$ cat config.mk
export PLATFORM = sky130hd
export DESIGN_NAME = tfrc_ctrl
export DESIGN_NICKNAME = d
export VERILOG_FILES = /design/src/sv/tfrc_pkg.sv /design/src/sv/tfrc_ctrl.sv
export SDC_FILE = /design/constraint.sdc
export NUM_CORES = 1
export LEC_CHECK = 0
export ABC_CLOCK_PERIOD_IN_PS = 1200
export BUFFER_PORTS_ARGS = -buffer_cell sky130_fd_sc_hd__buf_4
export CAP_MARGIN = 25
export CORE_AREA = 2 2 39 41
export CTS_CLUSTER_DIAMETER = 30
export DETAILED_ROUTE_END_ITERATION = 10
export DIE_AREA = 0 0 41 43
export PLACE_DENSITY = 0.66
export SLEW_MARGIN = 20
export SYNTH_ARGS = -nofsm -noshare
export SYNTH_HDL_FRONTEND = slang
export SYNTH_SLANG_ARGS = --single-unit
$ cat constraint.sdc
create_clock -name clk -period 1.2 [get_ports clk]
set_input_delay 0.12 -clock clk [delete_from_list [all_inputs] [get_ports clk]]
set_output_delay 0.12 -clock clk [all_outputs]
set_load 0.02 [all_outputs]
$ cat src/sv/tfrc_pkg.sv
// Shared types and constants for the tile flag rectangle collision unit.
// Holds the controller state type, the command and status structs and register codes.
// No dependencies.
package tfrc_pkg;

  localparam logic [1:0] CFG_ORIGIN_X   = 2'd0;
  localparam logic [1:0] CFG_ORIGIN_Y   = 2'd1;
  localparam logic [1:0] CFG_MAP_WIDTH  = 2'd2;
  localparam logic [1:0] CFG_MAP_HEIGHT = 2'd3;

  localparam logic ACT_WRITE = 1'b0;
  localparam logic ACT_QUERY = 1'b1;

  // Reciprocal divider: shift amount, reciprocal width, magnitude and quotient widths; index width.
  localparam int DIV_K = 24;
  localparam int RCPW  = DIV_K + 1;
  localparam int MAGW  = 17;
  localparam int QW    = 19;
  localparam int IDXW  = 27;

  typedef enum logic [3:0] {
    ST_CLEAR,
    ST_IDLE,
    ST_DIV_X,
    ST_DIV_Y,
    ST_DIV_W1,
    ST_DIV_W2,
    ST_DIV_W3,
    ST_ROW,
    ST_COL,
    ST_WRITE,
    ST_DRAIN,
    ST_FINISH
  } tfrc_state_t;

  typedef struct packed {
    logic clr_en;
    logic load_item;
    logic div_go;
    logic div_y;
    logic cap_x;
    logic cap_y;
    logic row_load;
    logic row_adv;
    logic col_start;
    logic col_step;
    logic col_rd;
    logic wr_go;
    logic res_load;
  } tfrc_cmd_t;

  typedef struct packed {
    logic clr_last;
    logic is_query;
    logic row_ok;
    logic row_last;
    logic col_last;
    logic out_free;
  } tfrc_status_t;

endpackage

$ cat src/sv/tfrc_ctrl.sv
// Controller state machine for the tile flag rectangle collision unit.
// Sequences the clearing pass, the divider, the row and column walk and the result.
// Depends on tfrc_pkg.
module tfrc_ctrl import tfrc_pkg::*; (
  input  logic         clk,
  input  logic         rst,
  input  logic         in_valid,
  input  tfrc_status_t st,
  output logic         in_stall,
  output tfrc_cmd_t    cmd
);

  tfrc_state_t state, state_next;

  always_ff @(posedge clk) begin
    if (rst) begin
      state <= ST_CLEAR;
    end else begin
      state <= state_next;
    end
  end

  always_comb begin
    state_next = state;
    cmd = '0;
    in_stall = 1'b1;
    unique case (state)
      ST_CLEAR: begin
        cmd.clr_en = 1'b1;
        if (st.clr_last) begin
          state_next = ST_IDLE;
        end
      end
      ST_IDLE: begin
        in_stall = 1'b0;
        if (in_valid) begin
          cmd.load_item = 1'b1;
          state_next = ST_DIV_X;
        end
      end
      ST_DIV_X: begin
        cmd.div_go = 1'b1;
        state_next = ST_DIV_Y;
      end
      ST_DIV_Y: begin
        cmd.div_go = 1'b1;
        cmd.div_y = 1'b1;
        state_next = ST_DIV_W1;
      end
      ST_DIV_W1: begin
        state_next = ST_DIV_W2;
      end
      ST_DIV_W2: begin
        cmd.cap_x = 1'b1;
        state_next = ST_DIV_W3;
      end
      ST_DIV_W3: begin
        cmd.cap_y = 1'b1;
        state_next = ST_ROW;
      end
      ST_ROW: begin
        cmd.row_load = 1'b1;
        if (!st.is_query) begin
          state_next = ST_WRITE;
        end else if (st.row_ok) begin
          cmd.col_start = 1'b1;
          state_next = ST_COL;
        end else if (st.row_last) begin
          state_next = ST_DRAIN;
        end else begin
          cmd.row_adv = 1'b1;
        end
      end
      ST_COL: begin
        cmd.col_rd = 1'b1;
        if (!st.col_last) begin
          cmd.col_step = 1'b1;
        end else if (st.row_last) begin
          state_next = ST_DRAIN;
        end else begin
          cmd.row_adv = 1'b1;
          state_next = ST_ROW;
        end
      end
      ST_WRITE: begin
        cmd.wr_go = 1'b1;
        state_next = ST_FINISH;
      end
      ST_DRAIN: begin
        state_next = ST_FINISH;
      end
      ST_FINISH: begin
        if (st.out_free) begin
          cmd.res_load = 1'b1;
          state_next = ST_IDLE;
        end
      end
      default: begin
        state_next = ST_CLEAR;
      end
    endcase
  end

endmodule

# Word-level counts from Yosys, hierarchy flattened
# Cells that the tools add are included.
dict set report word_totals {
  regBits 4
  in_bits 9
}
dict set report classes {
  eq_ne 16
  n_mux 30
  reduce_logical 4
}
# op count
set ops {}
lappend ops {{$pmux 4 s11} 1}
lappend ops {{$mux 4} 8}
lappend ops {{$mux 1} 18}
lappend ops {{$eq 4x3->1 const B} 4}
lappend ops {{$eq 4x4->1 const B} 4}
lappend ops {{$eq 4x2->1 const B} 2}
lappend ops {{$ne 2x2->1 const B} 4}
lappend ops {{$reduce_and 5->1} 1}
lappend ops {{$eq 4x1->1 const B} 1}
lappend ops {{$logic_not 4->1} 1}
lappend ops {{$mux 2} 2}
lappend ops {{$ne 4x4->1 const B} 1}
lappend ops {{$reduce_or 2->1} 2}
lappend ops {{$pmux 1 s2} 1}

# Logic depth before layout (Yosys ltp)
# Gate-level depths: netlist of run 1.
dict set report logic_depth {
  depth_word 4
  ltp_mapped 6
  mapped_depth_nobuf 4
}

# Worst setup path after synthesis of run 1
# Ideal clock, no wire load.
dict set report synth_path {
  path_type {flip-flop to output port}
  startpoint {register state[1]}
  endpoint {output cmd[5] (netlist name)}
  arrival_time_ps 1546
  path_slack_ps -466
  stages_incl_launch_ff 5
  n_path_buf 1
  path_cell_list {dfxtp_1 -> buf_2 -> nor4b_2 -> a22oi_1 -> nor2_1}
}
# item line
set synth_rtl {}
lappend synth_rtl {{start: declaration} tfrc_ctrl.sv:13} ;# tfrc_state_t state, state_next;
lappend synth_rtl {{start signal: assignment} tfrc_ctrl.sv:19} ;# state <= state_next;
lappend synth_rtl {{end: declaration} tfrc_ctrl.sv:10} ;# output tfrc_cmd_t cmd

==> reports/qor.txt, run 1 <==
Gate power share: 76.9%
Critical Path Source: state[0]
core area: 1380 µm²
detailed-route wire length per cell: 15.0 µm
Worst Max-Slew Pin Slew: 0.335 ns
fin cells: 123
worst min-delay path category: in2reg
Total GRT Usage: 20.1%
Top reg by flops: state
top-count cell post-synth: nand2_1
critical path startpoint category: flip-flop
Die W: 41 µm
Final Net Count: 118
max-slew violation count: 0
CP endpoint kind: primary output
period utilisation layout: 125%
vias in the first global route: 596
final worst slack: -0.301 ns
Yosys top cell by area: dfxtp_1
Worst IR Drop VDD: 0.806 mV
Setup CP Type: reg2out
sw power: 711 µW
switching portion of total power: 40.2%
GR Overflow Total: 0
first-pass GRT wire length: 2460 µm
Post-CTS Hold Buffers: 0
initial core utilization: 33.3%
CTS Sinks: 4
antenna violations before repair: 0
Syn. warnings: 0
Layout Utilization: 76.1%
Final Cell Area: 1050 µm²
failing checks: negative setup slack
Mapped Area: 460 µm²
Reg clk slew, reported paths: 0.04 ns
I/O Buffers: 22
Seq pwr share: 13.4%
worst slack, placed: -0.0873 ns
Detail Route Antenna Nets: 0
Post-synth top cells: nand2_1 (6), nor2b_1 (5), nor3_1 (5)
setup TNS: -3.52 ns
DP HPWL: 1050 µm
Layout area overhead: 129%
Residual DRC: 0
Worst EP required: 1.08 ns
synthesized flop and latch total: 4
Syn Nets: 73
Total Power: 1.77 mW
Tmin final: 1.50 ns
RSZ-0062 raised after global routing: true
Pre-antenna DRT Iters: 4
largest cells by area after synthesis: dfxtp_1 (17%), nor2b_1 (6.8%), mux2i_1 (6.5%), and3_1 (5.4%), nor3_1 (5.4%)
clk_lat worst skew: 0.24 ns
Ant. Diodes: 0
Rel. slew slack: 77.6%
CP Max Fanout: 4
slowest CP cell: dfxtp_4
post-synthesis cell type count: 28
Cell Area, Placed: 791 µm²
drt total wl: 1850 µm
Die H: 43 µm
Post-Syn Instances: 64
WP data arrival: 1.38 ns
largest net degree at the start of global routing: 11
FP Rows: 14
DR iter-0 viols: 7
CTS Root Cell: clkbuf_4
routability cong.: 0.813
Max stage delay on crit path: 0.35 ns
internal power: 1.06 mW
share of cells above drive strength 1: 73.8%
sequential element share of the synthesized area: 17.4%
Final Hold Vio Count: 0
I/O pin cnt: 23
CP Cell Sequence: buf_6, nor4b_4, a22oi_2, nor2_2, buf_6
# setup viols final: 18
CTS tree: yes
max_cap viols: 0
top_reg_cell synth: dfxtp_1
Hold Startpoint: rst
Clock Power Share: 9.7%
Die ar.: 1760 µm²
total CTS buffers: 3
outcome: finished, violations left
CP dominant cell by count: buf_6
DR vias/cell: 5.54
clk buf depth: 2
share of async-settable or async-resettable flops after synthesis: 0%
reg2reg start: state[0]
Worst Skew: 0.00446 ns
routed vias: 681
largest registers: state x4
post-synthesis average cell area: 7.19 µm²
hold slack: 0.0984 ns
CTS H-tree lvls: 1
Placed Cells: 111
max FFs per register: 4
Synth top area share: 17.4%
Post-synth EDFFs: 0
Max Clock Freq: 666 MHz
Leak: 0.470 nW
pwr dens: 1680 nW/µm²
[final timing paths]
path	endpoint	slack, ns	cells after the start
worst max register to register	state[1]	-0.20	7
worst max-delay path	cmd[5]	-0.30	5
worst min-delay path	state[2]	0.1	2
worst min register to register	state[0]	0.76	3
[critical path: cells and delay by family (launching register included)]
kind,cells,cell delay (ns)
DFF,1,0.35
AOI/OAI and AO/OA,1,0.13
buffers and inverters,2,0.24
and+or+nand+nor,2,0.42
[cells by family after synthesis]
kind of cell	synth area share, %
compound gates	19.6
buf+inv	9.24
flops	17.4
mux	6.52
simple gates	47.3
[layout by cell type (no fill, tap or decap), types with 2 or more instances in the layout]
cell      count
and3b_1       2
dfxtp_4       4
mux2i_1       3
clkbuf_4      3
buf_6        20
nor2_4        2
nor2b_4       2
nor2b_1       3
o22ai_1       2
o21ai_0       2
and3_4        4
buf_4        25
nand3_1       2
a21oi_1       2
nand2_1       5
nor3_2        4
[what timing repair did]
| action | CTS | global route |
|---|---|---|
| pin swaps | 9 | 14 |
| buffers inserted | 6 | 5 |
| setup endpoints to repair | 18 | 18 |
| resized for setup | 29 | 18 |
[metal layers]
layer  global-route usage (%)  part of all wire [%]
met4                     11.3                   3.6
met2                     30.6                    54
met5                        0                     0
met3                     4.19                   4.2
met1                     24.8                    38
[power by group through the flow]
| stage | combinational (mW) | sequential (mW) | clock [mW] |
|---|---|---|---|
| floorplan | 0.566 | 0.200 | 0 |
| finish | 1.36 | 0.236 | 0.172 |
| detailed placement | 0.878 | 0.228 | 0 |
| global route | 1.44 | 0.237 | 0.182 |
| CTS | 1.13 | 0.227 | 0.165 |
| global placement | 0.871 | 0.225 | 0 |
[area by class of cell]
| class | count | area (µm²) |
|---|---|---|
| multi-input combinational | 52 | 472 |
| timing repair buffer | 46 | 433 |
| fill | 101 | 330 |
| sequential | 4 | 95.1 |
| clock buffer | 3 | 22.5 |
| tap | 16 | 20.0 |
| inverter | 2 | 11.3 |
No activity file was read; power rests on OpenSTA's default activity.
==> run 2, diff against run 1 <==
==> constraint.sdc (replaced) <==
create_clock -name clk -period 1.2 [get_ports clk]
set_input_delay 0.06 -clock clk [delete_from_list [all_inputs] [get_ports clk]]
set_output_delay 0.06 -clock clk [all_outputs]
set_load 0.02 [all_outputs]
==> run 2 against run 1 <==
The flow still finishes with violations (negative setup slack). First-iteration DRC count is 140% higher. Core utilization is 0.45 points higher. Wire length grew 0.65%. Via count is 2.6% lower. Worst hold slack got worse by 0.069 ns. Global-route usage decreased by 1.4 points. Critical path type unchanged.
==> reports/qor.txt, run 2 (synthesis gave the netlist of run 1 again) <==
CTS Sinks: 4 (unchanged)
max_cap viols: 0 (unchanged)
drt total wl: 1860 µm (+0.65%)
WP data arrival: 1.41 ns (+0.03 ns)
Cell Area, Placed: 786 µm² (-0.63%)
Setup CP Type: reg2out
Final Hold Vio Count: 0 (unchanged)
Ant. Diodes: 0 (unchanged)
I/O pin cnt: 23 (unchanged)
Worst IR Drop VDD: 1.04 mV (+29%)
fillers: 95 (-5.9%)
Pre-antenna DRT Iters: 4 (unchanged)
Placed Cells: 112 (+0.90%)
routed vias: 663 (-2.6%)
CTS Root Cell: clkbuf_4
DR vias/cell: 5.39 (-2.6%)
fin cells: 123 (unchanged)
Leak: 0.472 nW (+0.41%)
max-slew violation count: 0 (unchanged)
FP Rows: 14 (unchanged)
final worst slack: -0.267 ns (+0.0343 ns)
Die ar.: 1760 µm² (unchanged)
critical path startpoint category: flip-flop
Tmin final: 1.47 ns (-0.0343 ns)
failing checks: negative setup slack
I/O Buffers: 22 (unchanged)
Multi-input gate area: 478 µm² (+1.3%)
Die W: 41 µm (unchanged)
outcome: finished, violations left
Top reg by flops: state
period utilisation layout: 122% (-2.9 points)
Register Area: 95.1 µm² (unchanged)
commonest cells after routing, fill and taps aside: buf_4 (27), buf_6 (17), nor3_2 (4), dfxtp_4 (4)
largest registers: state x4
share of cells above drive strength 1: 74.8% (+0.93 points)
routability cong.: 0.826 (+1.7%)
Rel. slew slack: 80.8% (+3.2 points)
Worst EP required: 1.14 ns (+0.06 ns)
Worst Max-Slew Pin Slew: 0.286 ns (-0.0490 ns)
setup TNS: -2.20 ns (+1.32 ns)
Residual DRC: 0 (unchanged)
Worst Skew: 0.00425 ns (-0.000206 ns)
CTS tree: yes
core area: 1380 µm² (unchanged)
total CTS buffers: 3 (unchanged)
clk_lat worst skew: 0.24 ns (about the same)
CP endpoint kind: primary output
Reg clk slew, reported paths: 0.04 ns (about the same)
Final Cell Area: 1060 µm² (+0.59%)
max FFs per register: 4 (unchanged)
RSZ-0062 raised after global routing: true
antenna violations before repair: 0 (unchanged)
Max Clock Freq: 682 MHz (+2.3%)
# setup viols final: 17 (-1)
Final Net Count: 118 (unchanged)
CTS H-tree lvls: 1 (unchanged)
GR Overflow Total: 0 (unchanged)
Detail Route Antenna Nets: 0 (unchanged)
Post-CTS Hold Buffers: 0 (unchanged)
vias in the first global route: 579 (-2.9%)
clk buf depth: 2 (unchanged)
Total Power: 1.78 mW (+0.56%)
Total GRT Usage: 18.7% (-1.4 points)
most common cell after layout, fill and taps aside: buf_4
CP Max Fanout: 3 (-1)
first-pass GRT wire length: 2250 µm (-8.4%)
DR iter-0 viols: 17 (+10)
initial core utilization: 33.3% (unchanged)
largest net degree at the start of global routing: 9 (-2)
pwr dens: 1680 nW/µm² (about the same)
detailed-route wire length per cell: 15.1 µm (+0.65%)
DP HPWL: 1120 µm (+6.4%)
Die H: 43 µm (unchanged)
worst min-delay path category: in2reg
Layout area overhead: 130%
==> run 2: cell types whose count changed in the layout (fill, tap and decap cells not counted), moves of 2 or more <==
cell,delta
buf_4,+2
and3_4,-2
and3_1,+2
nand2_1,-2
buf_6,-3
nand2_2,+2
==> run 2: path summary, 6_finish.rpt <==
path	startpoint	end	slack (ns)	cells after the start
max	state[1]	cmd[5]	-0.27	5
min	rst	state[2]	0.03	2
max reg2reg	state[1]	state[0]	-0.13	5
min reg2reg	state[3]	state[2]	0.66	3
==> run 2: repair_timing <==
| item | CTS | global route |
|---|---|---|
| pin swaps | 5 | 8 |
| endpoints found under the hold margin | 0 | 0 |
| resized for setup | 17 | 36 |
| setup endpoints to repair | 18 | 18 |
| setup buffers | 3 | 6 |
==> run 2: per-stage QoR <==
stage	util [%]	hold slack, ns	setup slack [ns]
2_1_floorplan	-	0.152	-0.130
3_3_place_gp	56.8	0.283	-0.0369
3_5_place_dp	56.8	0.281	-0.0418
4_1_cts	64.3	0.0228	-0.240
5_1_grt	76.6	0.0227	-0.312
6_report	76.6	0.0292	-0.267
==> run 2: metal layers <==
layer  vias to the layer above  part of all wire [%]  GRT usage [%]  wire (µm)
met5                         -                     0              0          0
met4                         0                  0.43           9.33          8
met3                         2                   4.7           4.71         88
met2                        26                    59           32.2       1090
met1                       314                    36           19.3        673
li1                        321                     -              -          -
==> run 2: final cells by class <==
type	count	share of cell area, %
well taps	16	1.89
inverters	2	1.42
repair buffers	46	40.5
clock buffers	3	2.13
multi-input cells	52	45.1
flip-flops and latches	4	8.97
==> run 2: where the power goes <==
group / switching (mW) / internal (mW) / leakage (nW) / total, mW
Sequential: 0.0563 / 0.184 / 0.0356 / 0.240
Combinational: 0.613 / 0.752 / 0.423 / 1.37
Clock: 0.0598 / 0.112 / 0.0138 / 0.172
Total: 0.729 / 1.05 / 0.472 / 1.78
==> run 2: critical path, stage by stage (launching register included) <==
cell and delay, ns:
dfxtp_4 0.36, buf_12 0.13, nor4b_4 0.32, a22oi_2 0.13
nor2_2 0.11, buf_6 0.12
==> run 3, diff against run 2 <==
--- a/config.mk
+++ b/config.mk
@@ -5,14 +5,14 @@
 export SDC_FILE = /design/constraint.sdc
 export NUM_CORES = 1
 export LEC_CHECK = 0
-export ABC_CLOCK_PERIOD_IN_PS = 1200
+export ABC_CLOCK_PERIOD_IN_PS = 1520
 export BUFFER_PORTS_ARGS = -buffer_cell sky130_fd_sc_hd__buf_4
 export CAP_MARGIN = 25
 export CORE_AREA = 2 2 39 41
 export CTS_CLUSTER_DIAMETER = 30
 export DETAILED_ROUTE_END_ITERATION = 10
 export DIE_AREA = 0 0 41 43
-export PLACE_DENSITY = 0.66
+export SKIP_LAST_GASP = 1
 export SLEW_MARGIN = 20
 export SYNTH_ARGS = -nofsm -noshare
 export SYNTH_HDL_FRONTEND = slang
==> constraint.sdc (replaced) <==
create_clock -name clk -period 1.52 [get_ports clk]
set_input_delay 0.076 -clock clk [delete_from_list [all_inputs] [get_ports clk]]
set_output_delay 0.076 -clock clk [all_outputs]
set_load 0.02 [all_outputs]
==> run 3 against run 2 <==
The flow now finishes without violations. Wire length is 20% lower. Final cell count is 11% lower. Worst hold slack better by 0.0033 ns. Flip-flop and latch count stayed put. Final area is 30% lower. Clock power is 19% lower. Power is 44% lower. Core utilization is 23 points lower. Clock-buffer cell count stayed put. Via count is 7.7% lower. Clock skew is 0.0031 ns lower.
==> reports/qor.txt, run 3 (synthesis gave the netlist of run 1 again) <==
Pre-antenna DRT Iters: 4 (unchanged)
worst min-delay path category: in2reg
CTS Root Cell: clkbuf_4
CP endpoint kind: primary output
CTS tree: yes
Top reg by flops: state
clk_lat worst skew: 0.25 ns (about the same)
reg2reg end: state[0]
drt total wl: 1490 µm (-20%)
largest registers: state x4
Worst IR Drop VDD: 0.630 mV (-39%)
routed vias: 612 (-7.7%)
Worst Skew: 0.00120 ns (-0.00306 ns)
detailed-route wire length per cell: 13.7 µm (-9.4%)
Die ar.: 1760 µm² (unchanged)
largest net degree at the start of global routing: 13 (+4)
RSZ-0062 raised after global routing: true
critical path startpoint category: flip-flop
CTS Sinks: 4 (unchanged)
DR iter-0 viols: 16 (-1)
Worst Max-Slew Pin Slew: 0.311 ns (+0.0243 ns)
first-pass GRT wire length: 2090 µm (-7.1%)
Detail Route Antenna Nets: 0 (unchanged)
CP Max Fanout: 7 (+4)
I/O Buffers: 22 (unchanged)
outcome: finished, final reports clean
slowest CP cell: dfxtp_4
initial core utilization: 33.3% (unchanged)
Placed Cells: 101 (-9.8%)
# setup viols final: 0 (-17)
CP Cell Sequence: buf_8, nor4b_4, a22oi_1, nor2_1, buf_4
FP Rows: 14 (unchanged)
Max Clock Freq: 672 MHz
share of cells above drive strength 1: 46.2% (-29 points)
Final Net Count: 104 (-12%)
Setup CP Type: reg2out
fillers: 131 (+38%)
Worst EP required: 1.44 ns (+0.30 ns)
CTS H-tree lvls: 1 (unchanged)
GR Overflow Total: 0 (unchanged)
DR vias/cell: 5.61 (+4.2%)
Rel. slew slack: 79.1% (-1.7 points)
reg-to-reg setup timing slack: 0.12 ns (+0.25 ns)
max FFs per register: 4 (unchanged)
pwr dens: 1330 nW/µm² (-20%)
I/O pin cnt: 23 (unchanged)
Leak: 0.364 nW (-23%)
Layout area overhead: 61.7%
Die W: 41 µm (unchanged)
max-slew violation count: 0 (unchanged)
WP data arrival: 1.41 ns (about the same)
vias in the first global route: 502 (-13%)
commonest cells after routing, fill and taps aside: buf_4 (29), nand2_1 (6), nor3_1 (5)
Residual DRC: 0 (unchanged)
core area: 1380 µm² (unchanged)
reg2reg start: state[0]
Tmin final: 1.49 ns
Max stage delay on crit path: 0.35 ns (about the same)
setup TNS: 0 ns (+2.20 ns)
Total GRT Usage: 17.6% (-1.1 points)
Ant. Diodes: 0 (unchanged)
period utilisation layout: 97.9%
max_cap viols: 0 (unchanged)
R2R depth: 5 (unchanged)
antenna violations before repair: 0 (unchanged)
fin cells: 109 (-11%)
Final Hold Vio Count: 0 (unchanged)
Total Power: 993 µW (-44%)
Critical Path Source: state[0]
total CTS buffers: 3 (unchanged)
CP Capture Point: cmd[5]
routability cong.: 0.817 (-1.1%)
Reg clk slew, reported paths: 0.04 ns (about the same)
clk buf depth: 2 (unchanged)
most common cell after layout, fill and taps aside: buf_4
Layout Utilization: 53.8% (-23 points)
Die H: 43 µm (unchanged)
DP HPWL: 1020 µm (-8.9%)
[run 3: layout make-up]
type	count	area, µm²	share of cell area (%)
sequential	4	90.1	12.1
inverter	2	7.51	1.01
tap	16	20.0	2.69
clock buffer	3	22.5	3.03
timing repair buffer	32	255	34.3
multi-input combinational	52	349	46.9
[run 3: worst max-delay path: cells and delay by family (launching register included)]
family	cells	cell delay [ns]
buffers and inverters	2	0.27
AND/OR/NAND/NOR	2	0.41
AO/OA/AOI/OAI	1	0.13
flip-flops	1	0.35
[run 3: stage by stage]
step | setup WS, ns | instance area [µm²] | hold WS (ns)
after floorplan | 0.0673 | 469 | 0.170
after global placement | 0.188 | 657 | 0.293
after global routing | -0.0246 | 744 | 0.0517
final | 0.0326 | 744 | 0.0325
after CTS | 0.0200 | 686 | 0.0446
after detailed placement | 0.186 | 657 | 0.294
[run 3: timing repair]
action                                  CTS  global route
endpoints found under the setup margin    2             6
hold endpoints to repair                  0             0
pin swaps                                 1             3
buffers inserted                          0             5
hold buffers                              0             0
resized for setup                         3             8
[run 3: worst min path at each step]
stage | depth (start not counted) | slack (ns) | to | start
final | 2 | 0.03 | state[2] | rst
after global routing | 2 | 0.05 | state[2] | rst
after CTS | 2 | 0.04 | state[2] | rst
after detailed placement | 2 | 0.29 | state[2] | rst
after global placement | 2 | 0.29 | state[2] | rst
after floorplan | 1 | 0.17 | state[2] | rst
[run 3: per-layer routing]
| layer | global-route usage, % | routed length (µm) |
|---|---|---|
| met1 | 22.1 | 576 |
| met2 | 25.6 | 771 |
| met4 | 10.0 | 20 |
| met3 | 4.71 | 124 |
| met5 | 0 | 0 |
[run 3: power by group]
| part | internal, mW | switching, mW |
|---|---|---|
| clock network | 0.0887 | 0.0499 |
| registers | 0.147 | 0.0419 |
| logic | 0.337 | 0.328 |
